$ cat config.mk
export PLATFORM = sky130hd
export DESIGN_NAME = wbr_sqrt_cell
export DESIGN_NICKNAME = d
export VERILOG_FILES = /design/src/design/wbr_sqrt_cell.sv
export SDC_FILE = /design/constraint.sdc
export NUM_CORES = 1
export LEC_CHECK = 0
export BUFFER_PORTS_ARGS = -buffer_cell sky130_fd_sc_hd__buf_2
export CELL_PAD_IN_SITES_DETAIL_PLACEMENT = 2
export CELL_PAD_IN_SITES_GLOBAL_PLACEMENT = 2
export CORE_UTILIZATION = 30
export DETAILED_ROUTE_END_ITERATION = 10
export PLACE_DENSITY = 0.86
export SKIP_CTS_REPAIR_TIMING = 1
export SYNTH_ARGS = -nofsm -noshare
export SYNTH_HDL_FRONTEND = slang
export SYNTH_SLANG_ARGS = --single-unit
$ cat constraint.sdc
create_clock -name clk -period 8.3 [get_ports clk]
set_input_delay 0.83 -clock clk [delete_from_list [all_inputs] [get_ports clk]]
set_output_delay 0.83 -clock clk [all_outputs]
set_load 0.01 [all_outputs]
$ cat src/design/wbr_sqrt_cell.sv
// ----------------------------------------------------------------------------
// wbr_sqrt_cell
// one result bit of the digit-by-digit square root, registered
// ----------------------------------------------------------------------------
module wbr_sqrt_cell #(
	parameter int P = 24
) (
	input  logic                clk,
	input  logic                en,
	input  logic [P+2:0]        rem_in,
	input  logic [P:0]          r_in,
	input  logic [2*P+1:0]      rad_in,
	output logic [P+2:0]        rem_out,
	output logic [P:0]          r_out,
	output logic [2*P+1:0]      rad_out
);

	localparam int RW   = P + 3;
	localparam int RDW  = P + 1;
	localparam int RADW = 2 * P + 2;

	logic [RW-1:0] rem_sh;
	logic [RW-1:0] trial;
	logic          ge;

	assign rem_sh = {rem_in[RW-3:0], rad_in[RADW-1 -: 2]};
	assign trial  = {r_in, 2'b01};
	assign ge     = (rem_sh >= trial);

	always_ff @(posedge clk) begin
		if (en) begin
			rem_out <= ge ? (rem_sh - trial) : rem_sh;
			r_out   <= {r_in[RDW-2:0], ge};
			rad_out <= {rad_in[RADW-3:0], 2'b00};
		end
	end

endmodule

==> impl_metrics.py <==
metrics = {
    "floorplan": {
        "top_level_ports": 206,
        "die_area_um2": 16700,
        "core-area_um2": 15800,
        "die_h_um": 129,
        "initial_core_util_pct": 30.6,
        "chipWidth_um": 129,
        "rows": 46,
    },
    "setup_path": {
        "crit_path_top_delay_cell": "buf_4",
        "cp-endpoint": "rem_out[23]",
        "path_cells": "buf_2 -> inv_1 -> ha_1 -> or3_1 -> o22ai_2 -> o221ai_2 -> a31oi_4 -> o21ai_1 -> a21oi_4 -> buf_4 -> inv_2 -> mux2_2",
        "crit_family": "compound AO/OA/AOI/OAI gates",
        "cp.required_ns": 8.41,
        "crit_fanout": 47,
        "cpPeakStageDelay_ns": 0.44,
        "crit_type": "input pin to register",
        "arrival_ns": 3.56,
        "critPathLaunchType": "input pin",
        "startpoint": "r_in[2]",
        "critical_path_depth": 12,
        "cp_num_buf_inv": 4,
        "end_kind": "register",
    },
    "sta": {
        "fmax_mhz": 290,
        "fin_tns_setup_ns": 0,
        "slew_headroom_pct": 47.1,
        "setup_viol": 0,
        "worst_pin_slew_ns": 0.794,
        "hold_violations": 0,
        "fin_ws_ns": 4.85,
        "rsz0062_at_grt": "no",
        "maxSlewViolCount": 0,
        "period_needed_ns": 3.45,
        "fin_crit_sh_pct": 41.6,
    },
    "clock_tree": {
        "clkSlewWorstSetupHoldPaths_ns": 0.07,
        "h-tree-depth": 3,
        "clock_path_buffers": 2,
        "cts.sinks": 100,
        "cts_buffers": 9,
        "root_buffer": "clkbuf_16",
        "cts_tree": "yes",
    },
    "route": {
        "drc": 0,
        "ant_nets": 0,
        "dr.pass1.iters": 4,
        "wl_per_cell_um": 18.7,
        "vias": 3909,
        "drt_iter0_markers": 141,
        "post_drt_via_cell_ratio": 4.80,
        "drt_wl_total_um": 15200,
    },
    "cells_and_area": {
        "n_antenna_cell": 0,
        "drive_gt1_share_pct": 37.9,
        "design_area_um2": 6410,
        "layout.nets": 725,
        "postLayoutCoreUtil_pct": 40.5,
        "fill_cells": 1699,
        "syn_to_final_growth_pct": 32.3,
    },
    "yosys": {
        "yosysSeqAreaShare_pct": 62.0,
        "async_reset_ff_share_pct": 0,
        "post-synth-top-area-cell": "edfxtp_1",
        "synth.avg_cell_area_um2": 12.3,
        "synth_edf_count": 100,
        "netlist.area_leader.share_pct": 62.0,
        "synth_cell_types": 51,
        "ys.flop_type": "edfxtp_1",
        "synth.area.top_cells": "edfxtp_1, ha_1, o21ai_0",
        "syn_area_um2": 4850,
        "synth_warnings": 0,
        "syn_inst": 393,
        "ys_ff_latch": 100,
    },
    "grt": {
        "grt_pass1_wl_um": 23100,
        "grt.overflow.total": 0,
        "track_usage_pct": 18.2,
        "grt_pass1_vias": 4253,
        "grt_start_max_net_pins": 60,
        "antenna_found_initial": 0,
    },
    "place": {
        "post-place-ws_ns": 4.46,
        "hpwlAfterDp_um": 11800,
        "place_congestion": 0.783,
        "dpl_cell_area_um2": 6090,
        "portBuffers": 201,
    },
    "hold_path": {
        "hp-class": "input pin to register",
    },
    "power_and_ir_drop": {
        "power_mw": 1.37,
        "p_per_area_nw_per_um2": 214,
        "p_leak_nw": 2.85,
        "ir_worst_vdd_mv": 0.0969,
    },
    "flow_run": {
        "drv_cap": 0,
    },
    "outcome": {
        "status": "complete, no violations",
    },
}
## cell families (layout without fill, tap and decap cells)
kind of cell | count (synthesis) | in the layout | share of synthesized area, %
fa+ha+maj | 27 | 27 | 6.97
simple gates | 94 | 94 | 9.06
flops | 100 | 100 | 62.0
other cells | 1 | 2 | 0.0774
mux | 2 | 2 | 0.465
xor+xnor | 21 | 21 | 3.80
compound gates | 99 | 99 | 13.5
buf+inv | 49 | 254 | 4.13
## routing by layer
layer / routed length (µm) / part of all wire (%) / global-route usage (%)
met1: 5940 / 39 / 19.9
met2: 8010 / 53 / 34.3
met3: 1040 / 6.9 / 4.34
met4: 209 / 1.4 / 6.44
met5: 0 / 0 / 0
## sequential cells by signal, indices dropped and copies added, names as in the netlist
| register | cells |
|---|---|
| rad_out | 48 |
| r_out | 25 |
| rem_out | 27 |
## where the power goes
part | switching [mW] | internal, mW | leakage [nW]
clock network | 0.202 | 0.268 | 0.151
registers | 0.0138 | 0.614 | 0.978
logic | 0.162 | 0.109 | 1.72
total | 0.378 | 0.991 | 2.85
## per-stage QoR
stage                     hold slack, ns  cells
after global routing               0.640    815
after CTS                          0.637    815
after detailed placement            1.01    799
after floorplan                    0.929    394
final                              0.650    815
after global placement              1.01    799
## worst min path at each step
| stage | from | to | slack [ns] | depth (start not counted) |
|---|---|---|---|---|
| 6_report | rad_in[11] | rad_out[13] | 0.65 | 1 |
| 4_1_cts | rad_in[11] | rad_out[13] | 0.64 | 1 |
| 5_1_grt | rad_in[11] | rad_out[13] | 0.64 | 1 |
| 2_1_floorplan | r_in[9] | r_out[10] | 0.93 | 0 |
| 3_5_place_dp | rad_in[11] | rad_out[13] | 1.01 | 1 |
| 3_3_place_gp | rad_in[30] | rad_out[32] | 1.01 | 1 |
## layout make-up
cell class                 instances  area, µm²  share of cell area (%)
sequential                       100       3000                    46.8
multi-input combinational        245       1660                    25.9
timing repair buffer             203       1020                    16.0
tap                              216        270                    4.22
clock buffer                      10        229                    3.57
inverter                          35        131                    2.05
clock inverter                     6       95.1                    1.48
## placed cells by master, fill, tap and decap left out, drive strengths merged, types with 7 or more instances in the layout
cell / n
clkbuf: 10
nand4: 7
buf: 203
xnor2: 12
inv: 37
a21oi: 22
nand2: 39
edfxtp: 100
a21o: 10
ha: 27
o21ai: 34
nor2: 18
xor2: 9
## Yosys cell counts (2+ instances only)
cell      instances
nor3_1            6
clkbuf_1          7
xnor2_1          12
nand2b_1          4
o31ai_1           3
inv_1            34
or3_1             3
o211ai_1          2
a21oi_1          21
buf_2             4
nor2_1           18
o21a_1            6
a21o_1           10
nand2_1          39
nor2b_1           5
nand3_1           3
mux2_2            2
and2_1            2
nand4_1           7
xor2_1            9
o21ai_0          32
o21ai_1           2
buf_4             3
a211o_1           2
ha_1             27
and3_1            3
o21bai_1          3
edfxtp_1        100
a211oi_1          2
Power figures use the tool's default switching activity.
