$ cat config.mk
export PLATFORM = sky130hd
export DESIGN_NAME = wbr_cordic_cell
export DESIGN_NICKNAME = d
export VERILOG_FILES = /design/src/design/wbr_pkg.sv /design/src/design/wbr_cordic_cell.sv
export SDC_FILE = /design/constraint.sdc
export NUM_CORES = 1
export LEC_CHECK = 0
export BUFFER_PORTS_ARGS = -buffer_cell sky130_fd_sc_hd__buf_2
export CAP_MARGIN = 5
export CORE_ASPECT_RATIO = 0.5
export CORE_MARGIN = 3
export CORE_UTILIZATION = 50
export DETAILED_ROUTE_END_ITERATION = 10
export GPL_ROUTABILITY_DRIVEN = 0
export PLACE_DENSITY_LB_ADDON = 0.15
export SETUP_SLACK_MARGIN = 0.1
export SYNTH_ARGS = -nofsm -noshare
export SYNTH_HDL_FRONTEND = slang
export SYNTH_SLANG_ARGS = --single-unit
$ cat constraint.sdc
create_clock -name clk -period 6.4 [get_ports clk]
set_input_delay 0.32 -clock clk [delete_from_list [all_inputs] [get_ports clk]]
set_output_delay 0.32 -clock clk [all_outputs]
set_load 0.02 [all_outputs]
$ cat src/design/wbr_pkg.sv
// ----------------------------------------------------------------------------
// wbr_pkg
// shared constants and the arctangent table for the waypoint bearing and range
// block
// ----------------------------------------------------------------------------
package wbr_pkg;

	localparam int ACC_W         = 32;
	localparam int CORDIC_GUARD  = 24;
	localparam int ATAN_ENTRIES  = 24;
	localparam int TOL_RESET     = 1024;

	localparam logic [ACC_W-1:0] Z_POS_QUARTER = 32'h4000_0000;
	localparam logic [ACC_W-1:0] Z_NEG_QUARTER = 32'hC000_0000;

	// atan(2^-idx), 2^31 = pi
	function automatic logic [ACC_W-1:0] atan_entry(input int idx);
		logic [ACC_W-1:0] val;
		unique case (idx)
			0:       val = 32'h2000_0000;
			1:       val = 32'h12E4_051E;
			2:       val = 32'h09FB_385B;
			3:       val = 32'h0511_11D4;
			4:       val = 32'h028B_0D43;
			5:       val = 32'h0145_D7E1;
			6:       val = 32'h00A2_F61E;
			7:       val = 32'h0051_7C55;
			8:       val = 32'h0028_BE53;
			9:       val = 32'h0014_5F2F;
			10:      val = 32'h000A_2F98;
			11:      val = 32'h0005_17CC;
			12:      val = 32'h0002_8BE6;
			13:      val = 32'h0001_45F3;
			14:      val = 32'h0000_A2FA;
			15:      val = 32'h0000_517D;
			16:      val = 32'h0000_28BE;
			17:      val = 32'h0000_145F;
			18:      val = 32'h0000_0A30;
			19:      val = 32'h0000_0518;
			20:      val = 32'h0000_028C;
			21:      val = 32'h0000_0146;
			22:      val = 32'h0000_00A3;
			23:      val = 32'h0000_0051;
			default: val = '0;
		endcase
		return val;
	endfunction

endpackage

$ cat src/design/wbr_cordic_cell.sv
// ----------------------------------------------------------------------------
// wbr_cordic_cell
// one vectoring rotation of the bearing chain, registered
// ----------------------------------------------------------------------------
module wbr_cordic_cell #(
	parameter int CW  = 51,
	parameter int IDX = 0
) (
	input  logic                            clk,
	input  logic                            en,
	input  logic signed [CW-1:0]            x_in,
	input  logic signed [CW-1:0]            y_in,
	input  logic [wbr_pkg::ACC_W-1:0]       z_in,
	output logic signed [CW-1:0]            x_out,
	output logic signed [CW-1:0]            y_out,
	output logic [wbr_pkg::ACC_W-1:0]       z_out
);

	localparam logic [wbr_pkg::ACC_W-1:0] ANG = wbr_pkg::atan_entry(IDX);

	logic signed [CW-1:0] xs;
	logic signed [CW-1:0] ys;

	assign xs = x_in >>> IDX;
	assign ys = y_in >>> IDX;

	always_ff @(posedge clk) begin
		if (en) begin
			if (!y_in[CW-1]) begin
				x_out <= x_in + ys;
				y_out <= y_in - xs;
				z_out <= z_in + ANG;
			end else begin
				x_out <= x_in - ys;
				y_out <= y_in + xs;
				z_out <= z_in - ANG;
			end
		end
	end

endmodule

==> reports/results.ini <==
[placement]
placed_cells=2133
place_area_um2=15080
post-place-ws_ns=2.082
port_buffers=269
place_hpwl_um=34570

[critical_path]
cp_cell_sequence=buf_2, inv_1, ha_1, nor4_2, nor3_1, a2111oi_0, o211ai_1, nand3b_1, a31oi_1, o21ai_1, a31o_1, a21oi_1, xnor2_1
endpoint_kind=register
arrival_ns=4.30
cp_slowest_cell=a2111oi_0
critPathBufInv=2
criticalPathCategory=input pin to register
crit_path_start_kind=input pin
cp_data_required_time_ns=6.60
worst-path-max-fanout=13
critPathMaxStageDelay_ns=0.81
crit_family=compound AO/OA/AOI/OAI gates

[detailed_routing]
drt-total-wl_um=44460
ant_nets=0
drtPass1Iterations=11
drc=2
wl_per_cell_um=20.49
vias=13460
via_per_inst=6.202
drt_iter0_markers=2214

[timing]
slew_violations=0
hold_viol_final=0
rsz0062_at_grt=no
tightest_slew_ns=1.168
relSlewSlack_pct=21.14
fin_crit_ns=4.101
timing.final.ws_setup_ns=2.299
clock.fmax_mhz=243.8
setup_viol=0
fin_crit_sh_pct=64.08
tns_ns=0

[clock_network]
cts_resized=0
clock_path_buffers=2
clk_pin_slew_ns=0.07
cts_root_buf=clkbuf_16
clock-sinks=133
cts_hold_buf=0
h-tree-depth=4
post_cts.repair.setup_buffers=0
cts_inserted_buffers=17
cts_tree=done

[cells_and_area]
area_growth_pct=15.54
mostFrequentLayoutCells=buf_2, a21oi_1, ha_1
multi_input_area_um2=8652
final_common_cell=buf_2
drive_gt1_share_pct=18.84
instances_no_fill=2170
seq_area_um2=3994
fin_nets=2111
num-fill-cells=2298
fin_area_um2=15700

[die]
rows=41
fp.dieW_um=239.1
initial_core_util_pct=52.35
die_area_um2=29310
die_y_um=122.6
num_io_pins=270
core_um2=25960

[status]
run_status=finished, violations left
violations=DRC

[hold_path]
hp-start=z_in[2]
min-delay-path-class=input pin to register
worstHoldEndpoint=z_out[2]
min_path_cells=1

[power_and_ir_drop]
pwr-share-clk_pct=28.4
p_leak_uw=0.007031
p_comb_share_pct=38.8
power_density_nw_per_um2=228.4
switching_share_pct=39.53
cellInternalPower_uw=2169
p_seq_share_pct=32.7
max-vdd-ir-drop_mv=0.2231
switchingPower_uw=1418

[logic_synthesis]
synth_edf_count=133
syn_avg_cell_area_um2=8.563
netlist_area_um2=13590
synth_ff_type=edfxtp_1
synth_nets=1890
async_flop_share_pct=0
ys_warn_count=0
yosysSeqAreaShare_pct=29.39
syn_inst=1587
synth_cell_types=85
ys_ff_latch=133

[global_routing]
grt_first_pass_wirelength_um=68860
grtUsageTotal_pct=29.88
overflow=0
grt_pass1_vias=12810
antenna_found_initial=4
grt_max_degree=110

[job]
drv_cap=0

## through the flow
stage	power, uW	utilization [%]	hold slack (ns)
after global placement	2528	58.10	0.4980
after global routing	3757	60.48	0.01363
after detailed placement	2546	58.10	0.4982
after floorplan	2106	-	0.4189
after CTS	3576	60.44	0.01385
final	3586	60.49	0.03641
## power groups by stage
stage	combinational [uW]	sequential [uW]	clock [uW]
6_report	1390	1170	1020
5_1_grt	1500	1190	1080
4_1_cts	1360	1180	1040
3_5_place_dp	1350	1190	0
3_3_place_gp	1340	1190	0
2_1_floorplan	742	1360	0
## flip-flops by register name, summed over array words and instances, names as in the netlist
signal / cells
y_out: 50
z_out: 32
x_out: 51
## per-layer routing
metal  routed length, um  GRT usage, %  vias up  share of wire, %
li1                    -             -     6156                 -
met1               18060         39.63     6289                41
met2               19840         47.46      879                45
met3                5398         8.330      134                12
met4                1156         9.879        0               2.6
met5                   0             0        -                 0
## worst max path at each step
stage | startpoint | to | slack, ns | depth (start not counted)
4_1_cts | x_in[14] | y_out[37] | 2.55 | 13
2_1_floorplan | x_in[0] | x_out[46] | 3.36 | 12
3_5_place_dp | x_in[14] | y_out[37] | 2.08 | 13
3_3_place_gp | x_in[14] | y_out[37] | 2.09 | 13
5_1_grt | x_in[16] | x_out[37] | 2.12 | 13
6_report | x_in[14] | y_out[37] | 2.30 | 13
## cell usage after synthesis, drive strengths merged (4+ instances only)
master | instances | area [um2]
a2111o | 5 | 56.30
a2111oi | 9 | 116.4
a211oi | 14 | 110.1
a21boi | 8 | 63.81
a21o | 37 | 277.8
a21oi | 190 | 958.4
a221o | 5 | 50.05
a221oi | 4 | 35.03
a22oi | 5 | 42.54
a31o | 4 | 35.04
a31oi | 12 | 87.58
and2 | 5 | 31.28
and3 | 10 | 62.56
buf | 34 | 185.2
clkbuf | 37 | 138.9
edfxtp | 133 | 3994
fa | 4 | 80.08
ha | 163 | 2039
inv | 163 | 611.8
mux2i | 25 | 250.2
nand2 | 94 | 352.8
nand2b | 13 | 81.33
nand3 | 15 | 75.07
nand4 | 19 | 118.9
nor2 | 130 | 488.0
nor2b | 18 | 112.6
nor3 | 25 | 125.1
nor4 | 18 | 146.4
o2111ai | 7 | 61.31
o211ai | 12 | 90.09
o21a | 13 | 97.59
o21ai | 123 | 626.8
o21bai | 40 | 307.8
o221ai | 5 | 43.79
o311ai | 6 | 52.55
o31a | 5 | 43.79
o31ai | 20 | 155.1
o41ai | 6 | 90.08
or2 | 7 | 43.80
or3 | 6 | 42.54
or4 | 5 | 41.29
xnor2 | 86 | 753.2
xor2 | 14 | 122.6
## cell type report
cell class | count | share of cell area [%]
Clock buffer | 17 | 2.709
Tap cell | 344 | 2.741
Antenna cell | 5 | 0.07969
Clock inverter | 15 | 1.163
Timing Repair Buffer | 273 | 8.821
Inverter | 165 | 3.945
Multi-Input combinational cell | 1218 | 55.10
Sequential cell | 133 | 25.44
## cells by family after synthesis
kind of cell	share of synthesized area (%)
DFF	29.39
adders and majority gates	15.60
AOI/OAI and AO/OA	26.75
buffers and inverters	6.942
xor gates and xnor gates	6.445
muxes	1.841
and+or+nand+nor	13.04
Power figures use the tool's default switching activity.
